<file path="src/rtl/gad_lut.sv">
// gad_lut: 256 x 8 loadable lookup memory with a registered read
// entries never loaded read back their own address; no package use
`timescale 1ns / 1ps

module gad_lut (
	input  logic       clk,
	input  logic       arst_n,
	input  logic       we,
	input  logic [7:0] waddr,
	input  logic [7:0] wdata,
	input  logic [7:0] raddr,
	output logic [7:0] rdata
);

	logic [7:0]   mem [256];
	logic [255:0] valid_q;
	logic [7:0]   data_s1;
	logic [7:0]   addr_s1;
	logic         hit_s1;

	always_ff @(posedge clk or negedge arst_n) begin
		if (!arst_n) begin
			valid_q <= '0;
		end else if (we) begin
			valid_q[waddr] <= 1'b1;
		end
	end

	always_ff @(posedge clk) begin
		if (we) begin
			mem[waddr] <= wdata;
		end
		data_s1 <= mem[raddr];
		addr_s1 <= raddr;
		hit_s1  <= valid_q[raddr];
	end

	// identity mapping until the entry is loaded
	assign rdata = hit_s1 ? data_s1 : addr_s1;

endmodule

</file>
<file path="config.mk">
export PLATFORM = sky130hd
export DESIGN_NAME = gad_lut
export DESIGN_NICKNAME = d
export VERILOG_FILES = /design/src/rtl/gad_lut.sv
export SDC_FILE = /design/constraint.sdc
export NUM_CORES = 2
export LEC_CHECK = 0
export BUFFER_PORTS_ARGS = -buffer_cell sky130_fd_sc_hd__buf_2
export CORE_ASPECT_RATIO = 1.25
export CORE_UTILIZATION = 32
export CTS_CLUSTER_SIZE = 30
export DETAILED_ROUTE_END_ITERATION = 10
export PLACE_DENSITY = 0.57
export SYNTH_ARGS = -nofsm -noshare
export SYNTH_HDL_FRONTEND = slang
export SYNTH_SLANG_ARGS = --single-unit
</file>
<file path="constraint.sdc">
create_clock -name clk -period 2.1 [get_ports clk]
set_input_delay 0.42 -clock clk [delete_from_list [all_inputs] [get_ports clk]]
set_output_delay 0.42 -clock clk [all_outputs]
set_load 0.005 [all_outputs]
</file>
# Word level (Yosys, flattened, before mapping)
# Memory sizes are Yosys's and may differ from the RTL's. A register that Yosys moved wholly into a read port is not among the register bits.
# Cells that the tools add are included.
# totals
in_bits	27
n_memories	1
out_inout_bits	8
ramBits	2048
register_bits	265
# op_classes
muxes	7
bitwise	1
magnitude_cmp	3
n_reduce_logical	1
# mem_list
memory	depth	width	read_ports	rd_clocked_by_memory_dff	wr	line	text
mem	256	8	1	1	1	15	logic [7:0] mem [256];
# op_table
op	count
$or A256 B256 Y256	1
$lt A8 B9 Y1 const B	2
$bmux W1 S8	1
$demux W1 S8	1
$ge A8 B1 Y1 const B	1
$mux W8	1
$mux W1	4
$logic_and A1 B1 Y1	1

# Depth between registers and ports, before layout
# logic_depth
depth_word	5
ltp_mapped	11
depth_no_buf	6

# Worst setup path before layout
# No wires, ideal clock.
# synth_path
kind	input-to-reg
start	input port waddr[1]
end	memory mem[238][0], enable pin
n_path_buf	3
slack_ps	-157
stages	6
arrival_time_ps	1884
setup_ps	373
required_ps	1727
path_cell_list	clkbuf_1 -> nor2b_1 -> clkbuf_1 -> nand4_1 -> clkbuf_1 -> nor2_1
# synth_rtl
item	line	text
from (decl)	9	input logic [7:0] waddr,
to (decl)	15	
# No word-level cell before the write port.

# Final worst setup path
# layout_path
start	register hit_s1
end	output port rdata[6]
# layout_between
elab_chain_len	1
# layout_rtl
item	line	text
from (decl)	19	logic hit_s1;
from (signal assigned)	35	hit_s1 <= valid_q[raddr];
$mux W8	39	assign rdata = hit_s1 ? data_s1 : addr_s1;
to (decl)	12	output logic [7:0] rdata
# No other way between the ends.

==> impl_results.md <==
* Post-synth EDFFs at slightly above 2000
* Placed Area at about 100000 um^2
* Clock slew at reported path FFs at 70 ps
* FF-to-FF Start: valid_q[83]$_DFFE_PN0P_
* Pint at 76370 uW
* Core area at around 280000 um^2
* Worst slack, placed at -1943 ps
* Max cap viols at 0
* GR Util met3 at 0.02148
* GP Congestion at 0.8508
* I/O pin cnt at 35
* Switching share of total power at 0.2174
* Max-slew headroom at 0.4438
* Share of cells above drive strength 1 at 0.4047
* DR WL/cell at roughly 27 um
* Final hold vios at 0
* Clk network pwr share at 0.409
* Htree depth at 4
* Post-DP HPWL at roughly 170000 um
* Worst setup EP type: output pin
* Cell count after synthesis at about 4500
* Unrepaired setup endpoints after global routing: true
* Setup crit start kind: register
* Clk Latency, worst-skew pair at 880 ps
* Post-route ant nets at 0
* Worst path arrival time at 1950 ps
* DIE AREA at around 280000 um^2
* Clock Path Buffers at 4
* Clock sinks at ~2300
* Final period demand of the worst path at about 2400 ps
* Iteration-0 DRC count of the detailed router at ~4800
* Main synth FF type: edfxtp_1
* Unique cell type count in the Yosys netlist at 53
* Number of global-route vias before repair at about 50000
* Cell Chain, Critical Path: buf_12 -> mux2_4 -> buf_6
* VDD IR-drop max at approximately 0.60 mV
* Most numerous cell in the Yosys netlist: edfxtp_1
* Part of the power in registers at 0.522
* M2 GR Usage at 0.3072
* Synth Warn # at 0
* Hold Path Origin: raddr[2]
* Psw at around 21000 uW
* Final period util at 1.127
* Global route overflow at 0
* Ys async rst share at 0.1103
* Final setup viols at 14
* Commonest cells post-synth: edfxtp_1 (2048), mux4_2 (479), nor2_1 (292)
* Mapped Area at ~90000 um^2
* Rows at roughly 220
* Comb power frac at 0.069
* Clock Skews at roughly 70 ps
* Final WL at roughly 250000 um
* Mapped Avg Cell Area at ~20 um^2
* Slowest stage delay, CP at around 400 ps
* Slowest CP cell: mux2_4
* Met1 Usage GRT at 0.2242
* Outcome: finished, violations left
* CTS Root Cell: clkbuf_16
* Yosys reg bits at between 2000 and 2500
* Failing checks: negative setup slack
* Pin count of the biggest net entering global routing at ~100
* Worst Setup SP: hit_s1$_DFF_P_
* Synth top area cells: edfxtp_1 (69%), mux4_2 (12%), dfrtp_1 (7.1%)
* Vias per cell at between 5 and 6
* DRC violations left at 0
* HP Class: in2reg
* Gr usage total at 0.1773
* CTS buffer count at between 200 and 250
* Area Overhead vs Synth at 23.98%
* Initial antenna violation count at 16
* First-pass GRT wire length at 361800 um
* Die X-Extent at between 400 and 500 um
* Final nets at 5483
* Post-synth top area share at 0.6853
* Initial Util at 0.3215
* Setup Crit Path Kind: reg2out
* CP required at about 1700 ps
* DR pass1 iterations at 5
* Top Family by Delay on Critical Path: multiplexers
* Post-Syn Nets at 4515
* Slew Limit Fails at 0
* Port bufs at 34
* DR vias at roughly 48000
* Achievable Freq at between 400 and 500 MHz
* Cell area after layout at 111300 um^2
* P per Cell Area at a little under 900 nW/um^2
* GRT busiest layer: met2
* CP max FO at 8
* Dominant cell type by area after synthesis: edfxtp_1
* Seq/Total Area, Yosys at 0.7604
* Buf/Inv on CP at 2
* Worst Tran Pin Value at between 800 and 900 ps
* Worst setup margin at -267.0 ps
* Die H at ~590 um
* Lkg Pwr at between 0.03 and 0.04 uW
* CTS tree: yes
[power groups by stage]
stage | logic (uW) | registers, uW | clock network [uW]
finish | 6690 | 51000 | 39900
global route | 7020 | 51000 | 42200
CTS | 6690 | 51000 | 40600
detailed placement | 6430 | 51900 | 0
global placement | 6360 | 51900 | 0
floorplan | 2880 | 51900 | 0
[final timing paths]
kind                            slack, ps                  endpoint  depth (start not counted)
worst max register to register       -210            hit_s1$_DFF_P_                          8
worst min register to register        460  valid_q[222]$_DFFE_PN0P_                          1
min in group asynchronous             160  valid_q[131]$_DFFE_PN0P_                          2
worst min-delay path                  130        addr_s1[2]$_DFF_P_                          3
max in group asynchronous            1150  valid_q[150]$_DFFE_PN0P_                          3
worst max-delay path                 -270                  rdata[6]                          3
[flip-flops by register name (all words and copies together) (netlist names)]
signal,cells
addr_s1,8
data_s1,8
hit_s1,1
mem,2048
valid_q,256
[final cells by class]
type / instances / area, um^2
fillers: 24980 / 167800
clock buffers: 284 / 5904
multi-input cells: 1903 / 21210
repair buffers: 1010 / 9988
inverters: 3 / 11.26
well taps: 3723 / 4658
clock inverters: 115 / 1216
diodes: 11 / 27.53
flip-flops and latches: 2321 / 68250
[layout by cell type (no fill, tap or decap), drive strengths merged, types with 4 or more instances in the layout]
cell / Yosys / layout
clkbuf: 122 / 284
a21oi: 120 / 120
nand3: 31 / 31
edfxtp: 2048 / 2048
diode: 0 / 11
o221ai: 44 / 44
mux2: 38 / 38
a32oi: 4 / 4
o21ai: 37 / 37
buf: 139 / 999
a211oi: 32 / 32
nand2: 33 / 33
dfxtp: 17 / 17
nor2b: 28 / 28
nor3: 24 / 24
clkinvlp: 0 / 8
or2: 262 / 262
mux2i: 145 / 145
nand4: 11 / 11
mux4: 486 / 486
nor2: 292 / 292
dlygate4sd3: 0 / 11
bufinv: 0 / 24
a221oi: 8 / 8
inv: 3 / 13
nor4: 32 / 32
a22oi: 183 / 183
dfrtp: 256 / 256
clkinv: 0 / 73
o31a: 7 / 7
and3b: 4 / 4
o22ai: 45 / 45
nand2b: 9 / 9
[metal layers]
| layer | vias to the layer above | share of wire |
|---|---|---|
| met2 | 1476 | 0.51 |
| met1 | 25600 | 0.39 |
| met5 | - | 0 |
| li1 | 20230 | - |
| met3 | 394 | 0.051 |
| met4 | 0 | 0.041 |
[worst register-to-register path: cells and delay by family (launching register included)]
kind                   cells  cell delay, ps
muxes                      1             470
and+or+nand+nor            2             330
DFF                        1             380
AOI/OAI and AO/OA          3             630
buffers and inverters      2             390
[repair_timing]
action / 4_1_cts / 5_1_grt
hold buffers: 11 / 0
endpoints found under the hold margin: 186 / 0
buffers inserted: 4 / 0
pin swaps: 31 / 20
gates resized for setup: 137 / 51
endpoints found under the setup margin: 17 / 17
[per-stage QoR]
stage	hold slack [ps]	instances	setup TNS, ps	util	power [uW]
finish	133.9	9370	-2413	0.3986	97590
CTS	77.00	9360	-2979	0.3976	98280
global placement	442.4	8950	-18490	0.3691	58270
global route	116.1	9369	-2789	0.3986	100200
floorplan	124.4	4488	-91150	-	54730
detailed placement	448.4	8950	-20320	0.3691	58360
[cell families (layout without fill, tap and decap cells)]
logic type | after synthesis | in the layout | share of synthesized area
and+or+nand+nor | 740 | 740 | 0.04219
muxes | 669 | 669 | 0.1432
DFF | 2321 | 2321 | 0.7604
AOI/OAI and AO/OA | 494 | 494 | 0.03735
other | 0 | 11 | 0
buffers and inverters | 264 | 1412 | 0.01681
(Power assumes the default switching activity.)
