===== src/rtl/gad_pkg.sv =====
// gad_pkg: shared types and constants for the gamma-aware error diffusion dither
// used by the top level, gad_err_mem and gad_quant; no dependencies
`timescale 1ns / 1ps

package gad_pkg;

	// error words: signed, 8 fraction bits, saturated at +-1023.0
	localparam int ERR_W   = 19;
	localparam int ERR_LIM = 261888;
	localparam int FULL_Q8 = 65280;
	localparam int HALF_Q8 = 32640;

	typedef logic signed [ERR_W-1:0] err_t;

	// item kinds carried in tuser
	localparam logic [1:0] ACT_PIXEL    = 2'd0;
	localparam logic [1:0] ACT_LOAD_DEC = 2'd1;
	localparam logic [1:0] ACT_LOAD_ENC = 2'd2;

	// configuration register indexes
	localparam logic REG_BITS  = 1'b0;
	localparam logic REG_WIDTH = 1'b1;

	// quantizer result handed to the sequencer
	typedef struct packed {
		logic [7:0]  level;
		logic [7:0]  recon;
		logic [15:0] q;
	} quant_res_t;

endpackage


===== src/rtl/gad_quant.sv =====
// gad_quant: five-stage quantizer from clamped value to level, recon and q
// depends on gad_pkg (quant_res_t, HALF_Q8)
`timescale 1ns / 1ps

module gad_quant (
	input  logic                clk,
	input  logic                arst_n,
	input  logic                start,
	input  logic [15:0]         s,
	input  logic [3:0]          bits,
	output logic                done,
	output gad_pkg::quant_res_t res
);

	// floor(2^31 / (2^bits - 1))
	function automatic logic [31:0] recip(input logic [3:0] b);
		logic [31:0] r;
		case (b)
			4'd2:    r = 32'd715827882;
			4'd3:    r = 32'd306783378;
			4'd4:    r = 32'd143165576;
			4'd5:    r = 32'd69273666;
			4'd6:    r = 32'd34087042;
			4'd7:    r = 32'd16909320;
			4'd8:    r = 32'd8421504;
			default: r = 32'h8000_0000;
		endcase
		return r;
	endfunction

	// floor(y / 255) for y below 65280
	function automatic logic [7:0] div255(input logic [16:0] y);
		logic [17:0] z;
		z = 18'(y) + 18'(y >> 8) + 18'd1;
		return z[15:8];
	endfunction

	logic [7:0]  maxv;
	logic        v_s1, v_s2, v_s3, v_s4, v_s5;
	logic [23:0] prod_s1;
	logic [7:0]  m_s1, m_s2, m_s3, m_s4;
	logic [31:0] rb_s1, rb_s2;
	logic [7:0]  lvl_s2, lvl_s3, lvl_s4;
	logic [15:0] qe_s3, qe_s4;
	logic [23:0] x_s3;
	logic [8:0]  rem_s4;

	logic [16:0] y;
	logic [15:0] t;
	logic [47:0] prodr;
	logic [23:0] prodm;
	logic [24:0] rem_full;
	logic [15:0] qfix;
	logic [8:0]  rfix;
	logic        round_up;

	assign maxv = 8'((9'd1 << bits) - 9'd1);

	always_ff @(posedge clk or negedge arst_n) begin
		if (!arst_n) begin
			v_s1 <= 1'b0;
			v_s2 <= 1'b0;
			v_s3 <= 1'b0;
			v_s4 <= 1'b0;
			v_s5 <= 1'b0;
		end else begin
			v_s1 <= start;
			v_s2 <= v_s1;
			v_s3 <= v_s2;
			v_s4 <= v_s3;
			v_s5 <= v_s4;
		end
	end

	// level = floor((s*max + 32640) / 65280), split as /256 then /255
	assign y = 17'((25'(prod_s1) + 25'(gad_pkg::HALF_Q8)) >> 8);

	// 256*level*255 / max through the reciprocal, low by at most one
	assign t     = 16'({lvl_s2, 8'b0} - {8'b0, lvl_s2});
	assign prodr = 48'(t) * 48'(rb_s2);

	assign prodm    = 24'(qe_s3) * 24'(m_s3);
	assign rem_full = 25'(x_s3) - 25'(prodm);

	always_comb begin
		if (rem_s4 >= {1'b0, m_s4}) begin
			qfix = qe_s4 + 16'd1;
			rfix = rem_s4 - {1'b0, m_s4};
		end else begin
			qfix = qe_s4;
			rfix = rem_s4;
		end
		round_up = ({rfix, 1'b0} >= {2'b0, m_s4});
	end

	always_ff @(posedge clk) begin
		if (start) begin
			prod_s1 <= 24'(s) * 24'(maxv);
			m_s1    <= maxv;
			rb_s1   <= recip(bits);
		end
		if (v_s1) begin
			lvl_s2 <= div255(y);
			m_s2   <= m_s1;
			rb_s2  <= rb_s1;
		end
		if (v_s2) begin
			qe_s3  <= prodr[38:23];
			x_s3   <= {t, 8'b0};
			m_s3   <= m_s2;
			lvl_s3 <= lvl_s2;
		end
		if (v_s3) begin
			qe_s4  <= qe_s3;
			rem_s4 <= rem_full[8:0];
			m_s4   <= m_s3;
			lvl_s4 <= lvl_s3;
		end
		if (v_s4) begin
			res.level <= lvl_s4;
			res.recon <= qfix[15:8];
			res.q     <= qfix + {15'b0, round_up};
		end
	end

	assign done = v_s5;

endmodule


===== config.mk =====
export PLATFORM = sky130hd
export DESIGN_NAME = gad_quant
export DESIGN_NICKNAME = d
export VERILOG_FILES = /design/src/rtl/gad_pkg.sv /design/src/rtl/gad_quant.sv
export SDC_FILE = /design/constraint.sdc
export NUM_CORES = 1
export LEC_CHECK = 0
export ABC_CLOCK_PERIOD_IN_PS = 11900
export BUFFER_PORTS_ARGS = -buffer_cell sky130_fd_sc_hd__buf_2
export CAP_MARGIN = 20
export CORE_MARGIN = 3
export CORE_UTILIZATION = 60
export CTS_BUF_LIST = sky130_fd_sc_hd__clkbuf_8
export DETAILED_ROUTE_END_ITERATION = 12
export PLACE_DENSITY = 0.89
export SETUP_SLACK_MARGIN = 0.02
export SYNTH_ARGS = -nofsm -noshare
export SYNTH_HDL_FRONTEND = slang
export SYNTH_SLANG_ARGS = --single-unit

===== constraint.sdc =====
create_clock -name clk -period 11.9 [get_ports clk]
set_input_delay 1.19 -clock clk [delete_from_list [all_inputs] [get_ports clk]]
set_output_delay 1.19 -clock clk [all_outputs]
set_load 0.005 [all_outputs]

Word-level counts from Yosys, hierarchy flattened

Index checks and enable logic that the tools add are counted.

Register bits after elaboration: 223
Input bits: 23
Output and inout port bits: 33
Logic and storage cells: 47

Add/subtract/negate cells: 9
Multiply operators: 3
$lt $le $gt $ge: 2
Equal/unequal tests: 7
Shift-type cells: 1
Muxes and demuxes: 3

Operators by type and width:

| kind                                              | count |
|---|---|
| case mux 32 bit (7 select lines)                  | 1 |
| multiplier 16 x 32 -> 39 bit                      | 1 |
| adder 16 x 1 -> 16 bit (second input constant)    | 2 |
| adder 24 x 15 -> 25 bit (second input constant)   | 1 |
| multiplier 16 x 8 -> 24 bit                       | 1 |
| adder 16 x 1 -> 16 bit                            | 1 |
| adder 16 x 9 -> 16 bit                            | 1 |
| == test 4 x 3 -> 1 bit (second input constant)    | 4 |
| multiplier 16 x 8 -> 9 bit                        | 1 |
| 2-to-1 mux 16 bit                                 | 1 |
| subtractor 16 x 8 -> 16 bit                       | 1 |
| greater-or-equal comparator 10 x 8 -> 1 bit       | 1 |
| greater-or-equal comparator 9 x 8 -> 1 bit        | 1 |
| 2-to-1 mux 9 bit                                  | 1 |
| subtractor 9 x 8 -> 9 bit                         | 1 |
| subtractor 9 bit                                  | 1 |
| == test 4 x 2 -> 1 bit (second input constant)    | 2 |
| << shifter 1 x 4 -> 8 bit (first input constant)  | 1 |
| subtractor 8 x 1 -> 8 bit (second input constant) | 1 |
| == test 4 bit (second input constant)             | 1 |

Depth between registers and ports, before layout

Gate-level depths: netlist (run 1).

Depth after elaboration: 4
Mapped depth: 30
Mapped depth without buffers: 28

Worst setup path before layout (run 1)

OpenSTA, ideal clock, no wires.

Kind: in2reg
Start point: input port bits[1]
End point: register prod_s1[23], data pin
Library setup time: 0.260 ns
Arrival time: 6.987 ns
Required time: 11.640 ns
Setup slack: 4.654 ns
Stages: 24
Buffers on the path: 4
Cells stage by stage: buf_6 -> or4_1 -> buf_2 -> clkbuf_1 -> ha_1 -> nor3_1 -> a21oi_1 -> o21ai_1 -> clkbuf_1 -> nand2_1 -> fa_1 -> fa_1 -> fa_1 -> fa_1 -> inv_1 -> ha_1 -> a2111oi_0 -> nand2_1 -> o21ai_1 -> a21oi_1 -> nor3_2 -> a21oi_1 -> a21oi_1 -> xnor2_1

Cells in the longest elaborated chain, start to end: 3

Ends and longest elaborated chain:

| what                        | RTL line        | source |
|---|---|---|
| start, declared             | gad_quant.sv:10 | `input logic [3:0] bits,` |
| << shifter 1 x 4 -> 8 bit   | gad_quant.sv:57 | `assign maxv = 8'((9'd1 << bits) - 9'd1);` |
| subtractor 8 x 1 -> 8 bit   | gad_quant.sv:57 |  |
| via maxv[0]                 | gad_quant.sv:38 | `logic [7:0] maxv;` |
| multiplier 16 x 8 -> 24 bit | gad_quant.sv:98 | `prod_s1 <= 24'(s) * 24'(maxv);` |
| end signal, assigned        | gad_quant.sv:98 |  |
| end, declared               | gad_quant.sv:40 | `logic [23:0] prod_s1;` |

The timed path passes the listed nets, and every way through them passes these cells.
A chain may end at the register's enable or synchronous reset.

Worst setup path in the final report (run 1)

Start point: register lvl_s2[0]
End point: register qe_s3[13], data pin

Cells in the longest elaborated chain, start to end: 2

Ends and longest elaborated chain:

| what                         | RTL line         | source |
|---|---|---|
| start, declared              | gad_quant.sv:43  | `logic [7:0] lvl_s2, lvl_s3, lvl_s4;` |
| start signal, assigned       | gad_quant.sv:103 | `lvl_s2 <= div255(y);` |
| subtractor 16 x 8 -> 16 bit  | gad_quant.sv:79  | `assign t = 16'({lvl_s2, 8'b0} - {8'b0, lvl_s2});` |
| multiplier 16 x 32 -> 39 bit | gad_quant.sv:80  | `assign prodr = 48'(t) * 48'(rb_s2);` |
| via prodr[36]                | gad_quant.sv:50  | `logic [47:0] prodr;` |
| end signal, assigned         | gad_quant.sv:108 | `qe_s3 <= prodr[38:23];` |
| end, declared                | gad_quant.sv:44  | `logic [15:0] qe_s3, qe_s4;` |

The timed path passes the listed nets, and every way through them passes these cells.

==> results of run 1 <==
## through the flow
step | hold WS, ns | util (%) | worst slack [ns]
2_1_floorplan | 0.400 | - | 4.65
3_3_place_gp | 0.402 | 63.5 | 3.98
3_5_place_dp | 0.405 | 63.5 | 3.79
4_1_cts | 0.420 | 64.5 | 3.79
5_1_grt | 0.431 | 64.5 | 3.34
6_report | 0.420 | 64.5 | 3.55
## synthesized netlist by cell type, types with 21 or more instances
cell type and instances:
nor2_1 53, a21oi_1 49, o21ai_0 37, clkbuf_1 53
inv_1 533, edfxtp_1 180, fa_1 367, xnor2_1 87
and3_1 21, nor2b_1 36, and2_1 199, xor2_1 43
nand3_1 24, nand2_1 230, ha_1 252
## placed cells by master, fill, tap and decap left out, types with 8 or more instances in the layout
cell type | netlist | layout
buf_2 | 3 | 55
ha_1 | 252 | 252
o21ai_1 | 8 | 8
nor2_1 | 53 | 53
nand2_1 | 230 | 230
buf_4 | 0 | 16
clkbuf_8 | 0 | 18
nor2b_1 | 36 | 36
o21a_1 | 16 | 16
xnor2_1 | 87 | 86
nand3_1 | 24 | 24
xor2_1 | 43 | 43
edfxtp_1 | 180 | 180
and2_1 | 199 | 199
inv_1 | 533 | 534
nand2b_1 | 11 | 11
a21oi_1 | 49 | 47
nor3_1 | 14 | 14
and3_1 | 21 | 21
fa_1 | 367 | 367
a21o_1 | 14 | 14
o21ai_0 | 37 | 37
## area by class of cell
class	count	share of cell area [%]
Tap cell	518	2.57
Multi-Input combinational cell	1573	64.5
Timing Repair Buffer	71	1.57
Clock inverter	14	0.536
Sequential cell	185	21.9
Clock buffer	18	0.982
Inverter	533	7.93
## cells by family after synthesis
| logic type | Yosys count |
|---|---|
| fa+ha+maj | 619 |
| buf+inv | 593 |
| flops | 185 |
| simple gates | 641 |
| mux | 3 |
| xor+xnor | 130 |
| compound gates | 180 |
## worst paths after layout
path | slack [ns] | endpoint
setup reg to reg | 3.55 | qe_s3[13]$_DFFE_PP_
hold reg to reg | 0.42 | lvl_s4[3]$_DFFE_PP_
max in group asynchronous | 11.25 | v_s2$_DFF_PN0_
setup / recovery | 3.55 | qe_s3[13]$_DFFE_PP_
hold / removal | 0.42 | lvl_s4[3]$_DFFE_PP_
min in group asynchronous | 0.51 | done$_DFF_PN0_
## registers in the layout, summed over array words and instances, names as in the netlist
signal,count
done,1
lvl_s2,8
lvl_s3,8
lvl_s4,8
m_s1,8
m_s2,8
m_s3,8
m_s4,8
prod_s1,17
qe_s3,16
qe_s4,16
rb_s1,17
rb_s2,17
rem_s4,9
res,32
v_s1,1
v_s2,1
v_s3,1
v_s4,1
## per-layer routing
layer	track usage, %	part of all wire (%)	vias to the layer above
li1	-	-	7373
met5	0	0	-
met3	4.39	8.1	210
met2	48.5	49	821
met1	35.0	37	8294
met4	13.9	5.5	0
## worst max-delay path: stages, from the launching register on
cell and delay (ns):
edfxtp_1 0.72, or2_1 0.47, nor3_4 0.22, a21oi_2 0.09, buf_4 0.20, a31oi_4 0.56
nand2_1 0.19, fa_1 0.58, inv_1 0.05, fa_1 0.44, ha_1 0.32, fa_1 0.50
inv_1 0.06, fa_1 0.45, fa_1 0.49, inv_1 0.04, ha_1 0.29, a2111oi_0 0.66
o41a_1 0.28, nand2_1 0.17, o41ai_4 0.50, o21ai_1 0.24, a21oi_2 0.26, o21ai_0 0.14
xor2_1 0.17
==> reports/metrics.yaml, run 1 <==
logic_synthesis:
  synthAdderAreaFrac_pct: 43.7
  synth_nets: 2993
  netlist_top_cells_area: "fa_1, edfxtp_1, ha_1"
  synth_compound_area_share_pct: 5.07
  synth.area.mux_share_pct: 0.130
  synth-xor-area-share_pct: 4.74
  synth_top_area_cell: "fa_1"
  syn_area_um2: 24000
  synthArstFlopShare_pct: 2.70
  synth-simple-area-share_pct: 14.0
  synth_top_area_share_pct: 30.6
  synthFlopType: "edfxtp_1"
  syn_inst: 2351
  yosysWarningCount: 0
  ys_types: 73
  ys_ff_latch: 185
  synth_seq_area_share_pct: 23.0
  synth_top_family_by_area: "adder cells"
  synth_enable_flop_cells: 180
  synth.avg_cell_area_um2: 10.2
min_path:
  holdCritPathClass: "reg2reg"
  hold_path_depth: 0
  worstHoldStart: "lvl_s3[3]$_DFFE_PP_"
placed_design:
  dp_hpwl_mm: 47.2
  gp_congestion: 1.02
  placed_area_um2: 24800
  dp_cells: 2880
  port_buffers: 55
die:
  rows: 72
  io_pins: 56
  initial_core_util_pct: 61.5
  die_h_um: 206
  fp.dieArea_um2: 42500
  coreArea_um2: 39100
  die_x_um: 206
clocking:
  cts_tree: "done"
  root_buffer: "clkbuf_8"
  cts_buffers: 17
  worstSkewPairLatency_ns: 0.48
  htree_levels: 4
  cts-hold-fix-buffers: 0
  post_cts_resized: 0
  clk_pin_slew_ns: 0.11
  postCtsSetupRepairBufs: 0
  cts_sinks: 185
  cts_buffer_depth: 2
outcome:
  outcome: "complete, no violations"
timing:
  fin_crit_ns: 8.35
  setup_viol: 0
  finalHoldViolCount: 0
  slew_viol_final: 0
  tightest_slew_ns: 0.986
  skew_ns: 0.0164
  slew_headroom_pct: 34.0
  rsz0062_at_grt: "no"
  fmax_mhz: 120
  period_share_pct: 70.2
  finalSetupTns_ns: 0
drt:
  routed_via_density: 5.73
  routed_wl_mm: 57.4
  ant_nets: 0
  vias: 16700
  dr.pass1.iters: 5
  wl_per_cell_um: 19.7
  drtIter0Drc: 1231
  drc: 0
critical_path:
  crit_type: "reg2reg"
  startpoint_type: "register"
  r2r_cells: 24
  crit_arrival_ns: 8.59
  end_kind: "register"
  r2r_start: "lvl_s2[0]$_DFFE_PP_"
  crit_required_ns: 12.14
  crit_path_start: "lvl_s2[0]$_DFFE_PP_"
  critPathMaxFanout: 20
final_layout:
  multiInputGateArea_um2: 16300
  antenna_cells: 0
  seqCellArea_um2: 5530
  area_growth_syn_to_layout_pct: 4.93
  drive_above_1_share_pct: 5.89
  fillCellCount: 2975
  nets: 3023
  stdcell_area_um2: 25200
  stdcell_count: 2912
global_route:
  antenna_found_initial: 0
  grt-ovfl-total: 0
  grt_pass1_wl_mm: 93.0
  grt_max_degree: 44
  grt_usage_pct: 28.3
  grt_pass1_vias: 18100
flow_run:
  cap_violations: 0
Power of run 1 is not shown: default switching activity piles up to over one toggle a cycle in this logic, so the estimate is an artifact.
==> run 2, diff against run 1 <==
- ABC_AREA: not set -> 1
- ABC_CLOCK_PERIOD_IN_PS: 11900 -> 6870
- PLACE_DENSITY: 0.89 -> 0.92
- clock period: 11.9 -> 6.87 ns (I/O delays scaled with it)
==> run 2 against run 1 <==
Net effect: routed wire length rose by 13%; worst hold slack improved by 0.0031 ns; via count rose by 15%; sequential share of layout area fell by 1.2 points; count of clock-buffer cells in the layout fell by 1; first-iteration DRC count rose by 61%; synthesized cell count rose by 19%; synthesized area rose by 3.3%; fmax rose by 25%; critical path type unchanged.
==> reports/metrics.yaml, run 2 <==
global_route:
  grt_pass1_wl_mm: 103  # +11%
  grt_max_degree: 45  # +2.3%
  antenna_found_initial: 1  # +1
  grt-ovfl-total: 0  # unchanged
  grt_usage_pct: 30.1  # +1.8 points
  grt_pass1_vias: 19900  # +10%
logic_synthesis:
  synth_enable_flop_cells: 180  # unchanged
  synthAdderAreaFrac_pct: 42.3  # -1.4 points
  synth.avg_cell_area_um2: 8.86  # -13%
  synthArstFlopShare_pct: 2.70  # unchanged
  synth_top_area_cell: "fa_1"
  synth_seq_area_share_pct: 22.3  # -0.73 points
  synth_top_cells_by_count: "inv_1, nand2_1, fa_1, nor2_1, ha_1"
  synth.area.mux_share_pct: 0.0454  # -0.085 points
  synth_compound_area_share_pct: 4.14  # -0.94 points
  yosysMostFrequentCell: "inv_1"
  synth-simple-area-share_pct: 15.8  # +1.9 points
  ys_types: 56  # -23%
  synthFlopType: "edfxtp_1"
  synth_top_family_by_area: "adder cells"
  synth_nets: 3444  # +15%
  netlist_top_cells_area: "fa_1, edfxtp_1, ha_1"
  syn_area_um2: 24800  # +3.3%
  synth_top_area_share_pct: 29.6  # -0.96 points
  syn_inst: 2802  # +19%
  ys_ff_latch: 185  # unchanged
  yosysWarningCount: 0  # unchanged
  synth-xor-area-share_pct: 3.71  # -1.0 points
min_path:
  holdPathEnd: "m_s3[2]$_DFFE_PP_"
  worstHoldStart: "m_s2[2]$_DFFE_PP_"
  hold_path_depth: 0  # unchanged
  holdCritPathClass: "reg2reg"
critical_path:
  ff2ff_setup_slack_ns: 0.17  # -3.38 ns
  end_kind: "register"
  r2r-end: "qe_s3[14]$_DFFE_PP_"
  critPathMaxFanout: 7  # -65%
  crit_required_ns: 7.12  # -5.02 ns
  max_stage_delay_ns: 0.55  # -0.17 ns
  cpMostUsedCell: "nand2_1"
  r2r_cells: 34  # +42%
  crit_slowest_cell: "fa_1"
  crit_type: "reg2reg"
  crit_arrival_ns: 6.95  # -1.64 ns
  startpoint_type: "register"
  r2r_start: "lvl_s2[0]$_DFFE_PP_"
clocking:
  cts_buffer_depth: 2  # unchanged
  clk_pin_slew_ns: 0.11  # about the same
  root_buffer: "clkbuf_8"
  worstSkewPairLatency_ns: 0.49  # about the same
  htree_levels: 4  # unchanged
  cts_buffers: 17  # unchanged
  cts_tree: "done"
  cts_sinks: 185  # unchanged
final_layout:
  fillCellCount: 2969  # -0.20%
  final_cell_mix: "inv_1, nand2_1, fa_1, nor2_1, ha_1"
  nets: 3536  # +17%
  stdcell_count: 3432  # +18%
  antenna_cells: 0  # unchanged
  regMostFlops: "res"
  final_common_cell: "inv_1"
  stdcell_area_um2: 26700  # +5.7%
  largest_reg_flops: 32  # unchanged
  drive_above_1_share_pct: 8.63  # +2.7 points
  area_growth_syn_to_layout_pct: 7.38
drt:
  wl_met3_mm: 6.57  # +42%
  drc: 0  # unchanged
  drtIter0Drc: 1985  # +61%
  dr.pass1.iters: 9  # +4
  topRoutingLayerUsed: "met4"
  dr_wl_met2_mm: 30.8  # +9.4%
  routed_via_density: 5.60  # -2.4%
  ant_nets: 0  # unchanged
  routed_wl_mm: 65.0  # +13%
  wl_met1_mm: 23.9  # +12%
  wl_per_cell_um: 18.9  # -3.9%
  vias: 19200  # +15%
die:
  io_pins: 56  # unchanged
  initial_core_util_pct: 61.6  # +0.14 points
  rows: 73  # +1.4%
  fp.dieArea_um2: 43800  # +3.2%
  coreArea_um2: 40300  # +3.0%
  die_x_um: 209  # +1.6%
  die_h_um: 209  # +1.6%
timing:
  slew_viol_final: 0  # unchanged
  finalHoldViolCount: 0  # unchanged
  tightest_slew_ns: 0.932  # -0.0542 ns
  period_share_pct: 97.6  # +27 points
  fin_crit_ns: 6.70  # -1.65 ns
  fmax_mhz: 149  # +25%
  rsz0062_at_grt: "yes"
  skew_ns: 0.0153  # -0.00106 ns
  slew_headroom_pct: 37.9  # +3.9 points
  finalSetupTns_ns: 0  # unchanged
  setup_viol: 0  # unchanged
outcome:
  outcome: "complete, no violations"
placed_design:
  dp_hpwl_mm: 55.1  # +17%
  port_buffers: 55  # unchanged
  gp_congestion: 1.10  # +8.2%
  placed_area_um2: 26000  # +4.6%
  dp_cells: 3393  # +18%
flow_run:
  cap_violations: 0  # unchanged
[run 2: cell types whose count changed in the layout (fill, tap and decap cells not counted), moves of 47 or more]
cell,previous run,this run
nand2_1,230,445
xnor2_1,86,29
buf_4,16,67
nand3_1,24,71
nor2_1,53,328
and2_1,199,0
inv_1,534,699
[run 2: final cells by class]
cell class | instances | area (um^2) | share of cell area [%]
Inverter | 711 | 2680 | 10.1
Clock inverter | 15 | 161 | 0.606
Clock buffer | 17 | 234 | 0.878
Multi-Input combinational cell | 1855 | 16600 | 62.3
Timing Repair Buffer | 124 | 800 | 3.00
Tap cell | 525 | 657 | 2.46
Sequential cell | 185 | 5530 | 20.7
[run 2: worst max-delay path by stage]
stage,startpoint,endpoint,slack (ns),cells after the start
6_report,lvl_s2[0]$_DFFE_PP_,qe_s3[14]$_DFFE_PP_,0.17,34
3_5_place_dp,lvl_s2[1]$_DFFE_PP_,qe_s3[14]$_DFFE_PP_,0.11,31
5_1_grt,lvl_s2[2]$_DFFE_PP_,qe_s3[15]$_DFFE_PP_,-0.02,27
4_1_cts,lvl_s2[0]$_DFFE_PP_,qe_s3[14]$_DFFE_PP_,0.07,31
3_3_place_gp,lvl_s2[2]$_DFFE_PP_,qe_s3[14]$_DFFE_PP_,0.21,30
2_1_floorplan,lvl_s2[0]$_DFFE_PP_,qe_s3[15]$_DFFE_PP_,0.49,28
[run 2: kinds of logic after synthesis]
| kind of cell | after synthesis |
|---|---|
| adder cells (fa/ha/maj) | 619 |
| XOR/XNOR | 105 |
| flip-flops | 185 |
| AO/OA/AOI/OAI | 179 |
| AND/OR/NAND/NOR | 951 |
| buffers and inverters | 762 |
| multiplexers | 1 |
[run 2: critical path: cells and delay by family, from the launching register on]
kind / cells / cell delay (ns)
simple gates: 11 / 1.18
buf+inv: 11 / 1.08
flops: 1 / 0.44
fa+ha+maj: 8 / 3.07
compound gates: 4 / 0.69
[run 2: timing repair]
action,4_1_cts,5_1_grt
setup buffers,0,6
gates resized for setup,0,59
setup endpoints to repair,0,15
hold buffers,1,0
endpoints found under the hold margin,5,0
[run 2: stage by stage]
stage / utilization [%] / hold slack (ns) / worst slack [ns]
after floorplan: - / 0.391 / 0.492
after global placement: 64.5 / 0.401 / 0.209
after detailed placement: 64.5 / 0.405 / 0.107
after CTS: 65.5 / 0.425 / 0.0700
after global routing: 66.2 / 0.426 / -0.0241
final: 66.2 / 0.423 / 0.167
[run 2: metal layers]
metal | GRT usage, % | up-vias
li1 | - | 8683
met1 | 38.0 | 9136
met2 | 49.9 | 1137
met3 | 6.07 | 254
met4 | 14.5 | 0
met5 | 0 | -
Power of run 2 is left out for the same reason.
